[config.mk]
export PLATFORM = sky130hd
export DESIGN_NAME = dmcmc_ctrl
export DESIGN_NICKNAME = d
export VERILOG_FILES = /design/src/rtl/dmcmc_pkg.sv /design/src/rtl/dmcmc_ctrl.sv
export SDC_FILE = /design/constraint.sdc
export NUM_CORES = 1
export LEC_CHECK = 0
export BUFFER_PORTS_ARGS = -buffer_cell sky130_fd_sc_hd__buf_2
export CAP_MARGIN = 20
export CORE_AREA = 8 8 45 47
export DETAILED_ROUTE_END_ITERATION = 7
export DIE_AREA = 0 0 53 55
export HOLD_SLACK_MARGIN = 0.08
export PLACE_DENSITY_LB_ADDON = 0.2
export SYNTH_ARGS = -nofsm -noshare
export SYNTH_HDL_FRONTEND = slang
export SYNTH_SLANG_ARGS = --single-unit
export TNS_END_PERCENT = 20
[constraint.sdc]
create_clock -name clk -period 3.3 [get_ports clk]
set_input_delay 0.165 -clock clk [delete_from_list [all_inputs] [get_ports clk]]
set_output_delay 0.165 -clock clk [all_outputs]
set_load 0.01 [all_outputs]
[src/rtl/dmcmc_pkg.sv]
package dmcmc_pkg;

  // Field and storage widths
  localparam int ADDR_W     = 26;
  localparam int LINE_W     = 16;
  localparam int LINES      = 65536;
  localparam int LCNT_W     = 17;
  localparam int CNT_W      = 32;
  localparam int OFF_W      = 4;
  localparam int IDXB_W     = 5;
  localparam int SHIFT_W    = 6;
  localparam int CFG_DATA_W = 5;
  localparam int CFG_IDX_W  = 1;

  // Configuration register indexes
  localparam logic [CFG_IDX_W-1:0] CFG_OFFSET_BITS = 1'b0;
  localparam logic [CFG_IDX_W-1:0] CFG_INDEX_BITS  = 1'b1;

  // Register reset values and index width limit
  localparam logic [OFF_W-1:0]  OFFSET_RESET = 4'd4;
  localparam logic [IDXB_W-1:0] INDEX_RESET  = 5'd10;
  localparam logic [IDXB_W-1:0] MAX_IDX_BITS = 5'd16;

  typedef enum logic [1:0] {
    OUT_HIT        = 2'd0,
    OUT_COMPULSORY = 2'd1,
    OUT_CAPACITY   = 2'd2,
    OUT_CONFLICT   = 2'd3
  } outcome_t;

  typedef enum logic [1:0] {
    ST_CLEAR,
    ST_IDLE,
    ST_LOOKUP,
    ST_RECOUNT
  } state_t;

  typedef struct packed {
    logic clear_wr;
    logic lookup_rd;
    logic commit;
    logic recount_start;
    logic recount_step;
  } dp_cmd_t;

  typedef struct packed {
    logic clear_last;
    logic out_free;
    logic recount_done;
  } dp_status_t;

endpackage

[src/rtl/dmcmc_ctrl.sv]
module dmcmc_ctrl (
  input  logic                               clk,
  input  logic                               rst,
  input  logic                               cfg_we,
  input  logic [dmcmc_pkg::CFG_IDX_W-1:0]    cfg_index,
  input  logic                               req_valid,
  output logic                               req_ready,
  output dmcmc_pkg::dp_cmd_t                 cmd,
  input  dmcmc_pkg::dp_status_t              status
);

  dmcmc_pkg::state_t state, state_next;
  logic              pending, pending_next;
  logic              idx_write;

  assign idx_write = cfg_we && (cfg_index == dmcmc_pkg::CFG_INDEX_BITS);
  assign req_ready = (state == dmcmc_pkg::ST_IDLE) && !pending;

  // State and pending recount flag
  always_ff @(posedge clk) begin
    if (rst) begin
      state   <= dmcmc_pkg::ST_CLEAR;
      pending <= 1'b0;
    end else begin
      state   <= state_next;
      pending <= pending_next;
    end
  end

  // Next state and datapath commands
  always_comb begin
    state_next = state;
    cmd        = '0;
    unique case (state)
      dmcmc_pkg::ST_CLEAR: begin
        cmd.clear_wr = 1'b1;
        if (status.clear_last) state_next = dmcmc_pkg::ST_IDLE;
      end
      dmcmc_pkg::ST_IDLE: begin
        if (pending) begin
          cmd.recount_start = 1'b1;
          state_next        = dmcmc_pkg::ST_RECOUNT;
        end else if (req_valid) begin
          cmd.lookup_rd = 1'b1;
          state_next    = dmcmc_pkg::ST_LOOKUP;
        end
      end
      dmcmc_pkg::ST_LOOKUP: begin
        if (status.out_free) begin
          cmd.commit = 1'b1;
          state_next = dmcmc_pkg::ST_IDLE;
        end
      end
      dmcmc_pkg::ST_RECOUNT: begin
        if (idx_write) begin
          cmd.recount_start = 1'b1;
        end else begin
          cmd.recount_step = 1'b1;
          if (status.recount_done) state_next = dmcmc_pkg::ST_IDLE;
        end
      end
      default: state_next = dmcmc_pkg::ST_CLEAR;
    endcase
  end

  // Hold a recount request until the controller is free to run it
  always_comb begin
    pending_next = (pending && !cmd.recount_start) ||
                   (idx_write && (state == dmcmc_pkg::ST_IDLE ||
                                  state == dmcmc_pkg::ST_LOOKUP));
  end

endmodule

==> impl_metrics.tcl, run 1 <==
set metrics [dict create \
    status "finished clean" \
    end_kind "register" \
    yosysWarningCount 0 \
    yosysTopAreaCellShare_pct 20.75 \
    antenna_found_initial 0 \
    clock_latency_ns 0.23 \
    p_per_area_nw_per_um2 724.8 \
    drt-total-wl_microns 729 \
    synth_cell_types 20 \
    critPathKind "reg2reg" \
    area_growth_syn_to_layout_pct 36.93 \
    fp.dieH_microns 55 \
    crit_fanout 4 \
    n_fill_cell 156 \
    startpoint_type "register" \
    postCtsSetupRepairBufs 0 \
    clockBufferDepth 2 \
    grt_pass1_vias 323 \
    ys_seq_area_share_pct 19.92 \
    final_cells 65 \
    finalSetupViolCount 0 \
    grt_max_degree 6 \
    rsz0062_at_grt "false" \
    route.detailed.drc 0 \
    drt_iter0_drc 6 \
    grt_overflow_total 0 \
    mostFrequentLayoutCells "13 x buf_2, 5 x ha_1, 4 x nor2_1" \
    final_cell_area_sq_um 412.9 \
    ir_drop_uv 220.1 \
    fmaxAchievable_mhz 580.6 \
    hold_class "in2reg" \
    dp_hpwl_microns 619.8 \
    drv_cap 0 \
    place_area_sq_um 386.6 \
    cts-resized-gates 0 \
    grt_pass1_wl_mm 1.269 \
    num-nets-final 63 \
    place_inst 61 \
    cts_sinks 3 \
    grtUsageTotal_pct 6.223 \
    cellLeakagePower_nw 0.2023 \
    period_minus_slack_ns 1.722 \
    cts_tree "yes" \
    relSlewSlack_pct 74.60 \
    drv_slew 0 \
    synth_area_per_cell_sq_um 9.423 \
    drive_above_1_share_pct 38.78 \
    timing.final.crit_share_pct 52.19 \
    skew_ns 0.003447 \
    row_count 14 \
    fin_setup_tns_ns 0 \
    syn_inst 32 \
    register_area_sq_um 60.06 \
    synthTopCellsByArea "ha_1 21%, dfxtp_1 20%, a2111oi_4 9.1%, mux2_4 5.0%, nor2_1 5.0%" \
    start_util_pct 21.79 \
    vias 277 \
    antenna_left 0 \
    synth_top_cell_by_area "ha_1" \
    dieArea_sq_um 2915 \
    viasPerCell 4.262 \
    syn-cell-area_sq_um 301.5 \
    htreeDepth 1 \
    dr.pass1.iters 3 \
    yosys_register_bits 3 \
    hold_buffers 0 \
    clk_pin_slew_ns 0.04 \
    routedWlPerCell_microns 11.22 \
    arrival_ns 1.83 \
    worstMarginPinSlew_ns 0.3802 \
    cts_root_buffer "clkbuf_4" \
    cts_buffers 3 \
    syn_nets 45 \
    core_region_area_sq_um 1384 \
    hold_viol_final 0 \
    multi_input_comb_area_sq_um 234.0 \
    cp.required_ns 3.41 \
    die_width_microns 53 \
    port_buffers 13 \
    io_pins 14 \
    gp_congestion 0.6517 \
    final_common_cell "buf_2" \
    n_antenna_cell 0 \
]
[stage by stage]
| stage | hold slack (ns) | total power, W | util (%) | setup WS, ns |
|---|---|---|---|---|
| after floorplan | 0.2341 | 0.0001902 | - | 1.605 |
| after CTS | 0.1369 | 0.0003076 | 29.84 | 1.568 |
| final | 0.1478 | 0.0002993 | 29.84 | 1.578 |
| after global routing | 0.1420 | 0.0003378 | 29.84 | 1.480 |
| after global placement | 0.3910 | 0.0002412 | 27.94 | 1.601 |
| after detailed placement | 0.3853 | 0.0002405 | 27.94 | 1.576 |
[cells by family after synthesis]
| group | count (synthesis) | synth area share (%) |
|---|---|---|
| AND/OR/NAND/NOR | 13 | 25.31 |
| AO/OA/AOI/OAI | 7 | 23.24 |
| multiplexers | 2 | 8.297 |
| flip-flops | 3 | 19.92 |
| buffers and inverters | 2 | 2.491 |
| adder cells (fa/ha/maj) | 5 | 20.75 |
[cells in the mapped netlist]
library cell,instances
mux2i_1,1
and2_1,1
nand2b_1,2
a31oi_1,1
nor2_1,4
and3b_1,1
nor2b_1,2
inv_1,2
a32oi_1,1
a21bo_1,1
o21ai_1,1
a21boi_0,1
and2b_2,1
ha_1,5
nand3_1,1
a2111oi_4,1
mux2_4,1
dfxtp_1,3
nor3b_1,1
a21oi_1,1
[critical path, stage by stage (launching register included)]
cell and delay [ns]:
dfxtp_1 0.38, inv_1 0.09, ha_1 0.20, and2b_2 0.21, a2111oi_4 0.39, mux2_4 0.34
[state kept, by name, indices dropped and copies added (netlist names)]
name and cells:
pending 1, state 2
[layout make-up]
cell class / count / area share, %
multi-input combinational: 27 / 56.67
timing repair buffer: 13 / 15.76
sequential: 3 / 14.55
clock buffer: 4 / 6.364
tap: 16 / 4.848
inverter: 2 / 1.818
[metal layers]
metal | vias up | global-route usage (%) | part of all wire [%]
met1 | 121 | 5.000 | 38
li1 | 147 | - | -
met3 | 0 | 4.278 | 15
met4 | 0 | 6.466 | 0
met2 | 9 | 9.766 | 47
met5 | - | 0 | 0
[final timing paths]
check                           cells past startpoint  slack [ns]       end     start
worst max-delay path                                5        1.58  state[0]  state[0]
worst min-delay path                                2        0.15   pending       rst
worst max register to register                      5        1.58  state[0]  state[0]
worst min register to register                      2        0.51  state[1]  state[1]
[where the power goes]
group | internal (W) | switching [W] | total, W
clock | 0.0000452 | 0.0000173 | 0.0000624
combinational | 0.0000868 | 0.0000868 | 0.000174
sequential | 0.0000495 | 0.0000138 | 0.0000632
total | 0.000181 | 0.000118 | 0.000299
Note: power is estimated with default switching activity, not from simulation.
==> run 2: changes to the inputs <==
==> constraint.sdc (replaced) <==
create_clock -name clk -period 1.4 [get_ports clk]
set_input_delay 0.07 -clock clk [delete_from_list [all_inputs] [get_ports clk]]
set_output_delay 0.07 -clock clk [all_outputs]
set_load 0.01 [all_outputs]
==> run 2 against run 1 <==
The flow now finishes with violations (negative setup slack). Global-route usage up 0.28 points. Count of clock-buffer cells in the layout unchanged. Total power rose to 3.1 times the previous value. Die area stayed put. Worst hold slack worse by 0.0085 ns.
==> impl_metrics.tcl, run 2 (synthesis gave the netlist of run 1 again) <==
set metrics [dict create \
    rsz0062_at_grt "true" \
    mostFrequentLayoutCells "13 x buf_2, 6 x buf_4, 4 x nor2_1" \
    hold_viol_final 0 \
    dieArea_sq_um 2915 \
    clockBufferDepth 2 \
    drv_cap 0 \
    reg.largest.list "state: 2 flops, pending: 1 flops" \
    dp_hpwl_microns 671.2 \
    end_kind "register" \
    cts_sinks 3 \
    p_comb_share_pct 63.4 \
    final_cells 72 \
    drt-total-wl_microns 818 \
    relSlewSlack_pct 78.66 \
    met1Wirelength_microns 309 \
    fp.dieH_microns 55 \
    worstMarginPinSlew_ns 0.3200 \
    startpoint_type "register" \
    core_region_area_sq_um 1384 \
    clock_latency_ns 0.24 \
    io_pins 14 \
    violations "negative setup slack" \
    layout_setup_ws_ns -0.1270 \
    antenna_found_initial 0 \
    htreeDepth 1 \
    row_count 14 \
    final_common_cell "buf_2" \
    drt_iter0_drc 1 \
    grt_pass1_vias 335 \
    drive_above_1_share_pct 62.50 \
    dr.max_layer_used "met4" \
    route.detailed.drc 0 \
    grt_max_degree 6 \
    routedWlPerCell_microns 11.36 \
    place_inst 65 \
    port_buffers 13 \
    cp.required_ns 1.52 \
    fmaxAchievable_mhz 654.9 \
    cts_root_buffer "clkbuf_4" \
    ir_drop_uv 569.9 \
    power_frac_clock_pct 16.9 \
    sw_frac_of_total_pct 37.42 \
    skew_ns 0.006784 \
    critPathSlowestCell "a2111oi_4" \
    p_per_area_nw_per_um2 1744 \
    clk_pin_slew_ns 0.04 \
    hold_class "in2reg" \
    crit_fanout 3 \
    timing.final.crit_share_pct 109.1 \
    power_frac_seq_pct 19.7 \
    grtUsageTotal_pct 6.499 \
    area_growth_syn_to_layout_pct 74.69 \
    viasPerCell 4.389 \
    fin_setup_tns_ns -0.2821 \
    start_util_pct 21.79 \
    grt_pass1_wl_mm 1.345 \
    switchingPower_w 0.0003438 \
    final_util_pct 38.07 \
    antenna_left 0 \
    vias 316 \
    gp_congestion 0.6614 \
    regMostFlops "state" \
    cts_buffers 3 \
    cellLeakagePower_nw 0.2404 \
    path_cells "inv_4, ha_4, nor3b_4, a2111oi_4, mux2_4" \
    arrival_ns 1.65 \
    drv_slew 0 \
    n_antenna_cell 0 \
    slowest_delay_ns 0.38 \
    status "finished, violations left" \
    num-nets-final 70 \
    period_minus_slack_ns 1.527 \
    cts_tree "yes" \
    largest_reg_flops 2 \
    die_width_microns 53 \
    dr.pass1.iters 2 \
    finalSetupViolCount 3 \
    met3_length_microns 116 \
    grt_overflow_total 0 \
    intPower_w 0.0005750 \
    wl_met2_microns 372 \
    critPathKind "reg2reg" \
]
==> run 2: per-layer routing <==
layer  track usage [%]  up-vias
met1             5.615      143
met4             6.466        0
li1                  -      159
met3             3.476        2
met5                 0        -
met2             10.55       12
==> run 2: final cells by class <==
cell class              instances  area (sq um)
fillers                       153         857.1
multi-input cells              27         282.8
repair buffers                 20         120.1
flip-flops and latches          3         65.06
clock buffers                   4         26.28
well taps                      16         20.02
inverters                       2         12.51
==> run 2: worst max-delay path: cells and delay by family, from the launching register on <==
| kind | cells | cell delay [ns] |
|---|---|---|
| compound gates | 1 | 0.38 |
| flops | 1 | 0.35 |
| mux | 1 | 0.33 |
| fa+ha+maj | 1 | 0.15 |
| simple gates | 1 | 0.15 |
| buf+inv | 1 | 0.06 |
==> run 2: repair_timing <==
item,CTS,global route
gates cloned,0,0
gates resized for setup,2,6
hold endpoints to repair,1,0
pin swaps,2,2
endpoints found under the setup margin,4,4
hold buffers,1,0
buffers inserted,2,0
==> run 2: through the flow <==
step / hold WS [ns] / cell area (sq um) / worst slack (ns) / total power [W]
CTS: 0.1355 / 511.7 / -0.1511 / 0.0009290
global route: 0.1586 / 526.8 / -0.1733 / 0.001006
finish: 0.1394 / 526.8 / -0.1270 / 0.0009189
global placement: 0.2919 / 447.9 / -0.1768 / 0.0006849
floorplan: 0.1391 / 332.8 / -0.1011 / 0.0005062
detailed placement: 0.3047 / 447.9 / -0.1820 / 0.0006823
==> run 2: path summary, 6_finish.rpt <==
path / from / endpoint / slack [ns] / depth (start not counted)
hold / removal: cfg_index / pending / 0.14 / 3
setup reg to reg: state[1] / state[0] / -0.13 / 5
setup / recovery: state[1] / state[0] / -0.13 / 5
hold reg to reg: pending / pending / 0.57 / 2
==> run 2: power groups by stage <==
| stage | Combinational, W | Sequential [W] | Clock [W] |
|---|---|---|---|
| floorplan | 0.000338 | 0.000169 | 0 |
| global placement | 0.000511 | 0.000174 | 0 |
| detailed placement | 0.000508 | 0.000175 | 0 |
| CTS | 0.000587 | 0.000179 | 0.000164 |
| global route | 0.000650 | 0.000185 | 0.000170 |
| finish | 0.000583 | 0.000181 | 0.000156 |
==> run 3: changes to the inputs <==
--- a/config.mk
+++ b/config.mk
@@ -5,11 +5,11 @@
 export SDC_FILE = /design/constraint.sdc
 export NUM_CORES = 1
 export LEC_CHECK = 0
-export BUFFER_PORTS_ARGS = -buffer_cell sky130_fd_sc_hd__buf_2
 export CAP_MARGIN = 20
 export CORE_AREA = 8 8 45 47
 export DETAILED_ROUTE_END_ITERATION = 7
 export DIE_AREA = 0 0 53 55
+export DONT_BUFFER_PORTS = 1
 export HOLD_SLACK_MARGIN = 0.08
 export PLACE_DENSITY_LB_ADDON = 0.2
 export SYNTH_ARGS = -nofsm -noshare
==> run 3 against run 2 <==
The run still ends with negative setup slack left. Setup slack improved by 0.0097 ns. Via count shrank 1.9%. Sequential power shrank 4%. Critical path depth is the same. Total power increased by 11%.
==> impl_metrics.tcl, run 3 (synthesis gave the netlist of run 1 again) <==
set metrics [dict create \
    place_area_sq_um 405.4 \
    viasPerCell 4.627 \
    relSlewSlack_pct 78.17 \
    clock_latency_ns 0.24 \
    layout_setup_ws_ns -0.1173 \
    grtUsageTotal_pct 7.252 \
    antenna_left 0 \
    num-nets-final 65 \
    ff2ff_setup_slack_ns -0.12 \
    area_growth_syn_to_layout_pct 80.08 \
    largest_reg_flops 2 \
    crit_fanout 3 \
    htreeDepth 1 \
    io_pins 14 \
    die_width_microns 53 \
    reg2reg_from "state[1]" \
    drv_cap 0 \
    route.detailed.drc 0 \
    final_common_cell "buf_4" \
    critPathKind "reg2reg" \
    drv_slew 0 \
    status "finished, violations left" \
    port_buffers 0 \
    arrival_ns 1.64 \
    cellLeakagePower_nw 0.2197 \
    end_kind "register" \
    power_w 0.001019 \
    vias 310 \
    regMostFlops "state" \
    hp-start "rst" \
    final_cells 67 \
    period_minus_slack_ns 1.517 \
    grt_max_degree 6 \
    ir_drop_uv 532.9 \
    final_cell_area_sq_um 543.0 \
    cts_buffers 3 \
    start_util_pct 21.79 \
    cts_tree "yes" \
    hold_class "in2reg" \
    cp-startpoint "state[1]" \
    drt_iter0_drc 4 \
    fmaxAchievable_mhz 659.1 \
    grt_overflow_total 0 \
    row_count 14 \
    dieArea_sq_um 2915 \
    startpoint_type "register" \
    core_region_area_sq_um 1384 \
    clk_pin_slew_ns 0.04 \
    cp.required_ns 1.52 \
    cts_sinks 3 \
    dp_hpwl_microns 678.2 \
    fin_setup_tns_ns -0.2349 \
    gp_congestion 0.6451 \
    mostFrequentLayoutCells "12 x buf_4, 4 x nor2_1, 3 x ha_4, 3 x clkbuf_4, 3 x dlygate4sd3_1" \
    skew_ns 0.005365 \
    finalSetupViolCount 3 \
    p_per_area_nw_per_um2 1876 \
    grt_pass1_wl_mm 1.504 \
    reg.largest.list "state: 2 flops, pending: 1 flops" \
    rsz0062_at_grt "true" \
    hold_viol_final 0 \
    clockBufferDepth 2 \
    grt_pass1_vias 334 \
    routedWlPerCell_microns 13.22 \
    cts_root_buffer "clkbuf_4" \
    drt-total-wl_microns 886 \
    fp.dieH_microns 55 \
    timing.final.crit_share_pct 108.4 \
    violations "negative setup slack" \
    dr.pass1.iters 4 \
    place_inst 55 \
    n_fill_cell 143 \
    drive_above_1_share_pct 58.82 \
    antenna_found_initial 0 \
    n_antenna_cell 0 \
    worstMarginPinSlew_ns 0.3274 \
]
[run 3: cell count changes in the layout (fill, tap and decap cells not counted)]
cell | before | now
buf_4 | 6 | 12
a21boi_1 | 1 | 0
ha_4 | 2 | 3
ha_1 | 1 | 0
buf_2 | 13 | 0
a21boi_2 | 0 | 1
dlygate4sd3_1 | 1 | 3
[run 3: metrics by stage]
step,utilization (%),worst slack [ns],hold slack (ns)
floorplan,-,-0.1011,0.1391
global placement,29.29,-0.1684,0.1450
detailed placement,29.29,-0.1740,0.1498
CTS,36.71,-0.1684,0.09078
global route,39.24,-0.1803,0.08930
finish,39.24,-0.1173,0.08893
[run 3: cell type report]
type | count | area (sq um) | share of cell area [%]
multi-input combinational | 27 | 299.0 | 55.07
tap | 16 | 20.02 | 3.687
timing repair buffer | 15 | 120.1 | 22.12
inverter | 2 | 12.51 | 2.304
sequential | 3 | 65.06 | 11.98
clock buffer | 4 | 26.28 | 4.839
[run 3: worst max-delay path, cell delays in order, from the launching register on]
cell,delay (ns)
dfxtp_2,0.32
buf_4,0.15
ha_4,0.15
nor2b_4,0.12
a2111oi_4,0.33
mux2_4,0.33
[run 3: report_power, final]
part / switching, W / internal [W] / leakage, nW
clock network: 0.0000481 / 0.000107 / 0.0150
registers: 0.0000462 / 0.000128 / 0.0257
logic: 0.000276 / 0.000413 / 0.179
total: 0.000371 / 0.000648 / 0.220
[run 3: timing repair]
item,CTS,global route
hold buffers,3,0
gates resized for setup,4,7
pin swaps,2,1
endpoints found under the setup margin,3,6
hold endpoints to repair,3,0
buffers inserted,4,1
[run 3: worst paths after layout]
path	cells past startpoint	to
min	2	state[0]
min reg2reg	2	pending
max reg2reg	5	state[0]
max	5	state[0]
[run 3: metal layers]
metal	share of wire [%]	GRT usage, %
met5	0	0
met4	2.7	6.466
met3	15	4.011
met1	36	6.647
met2	45	11.52
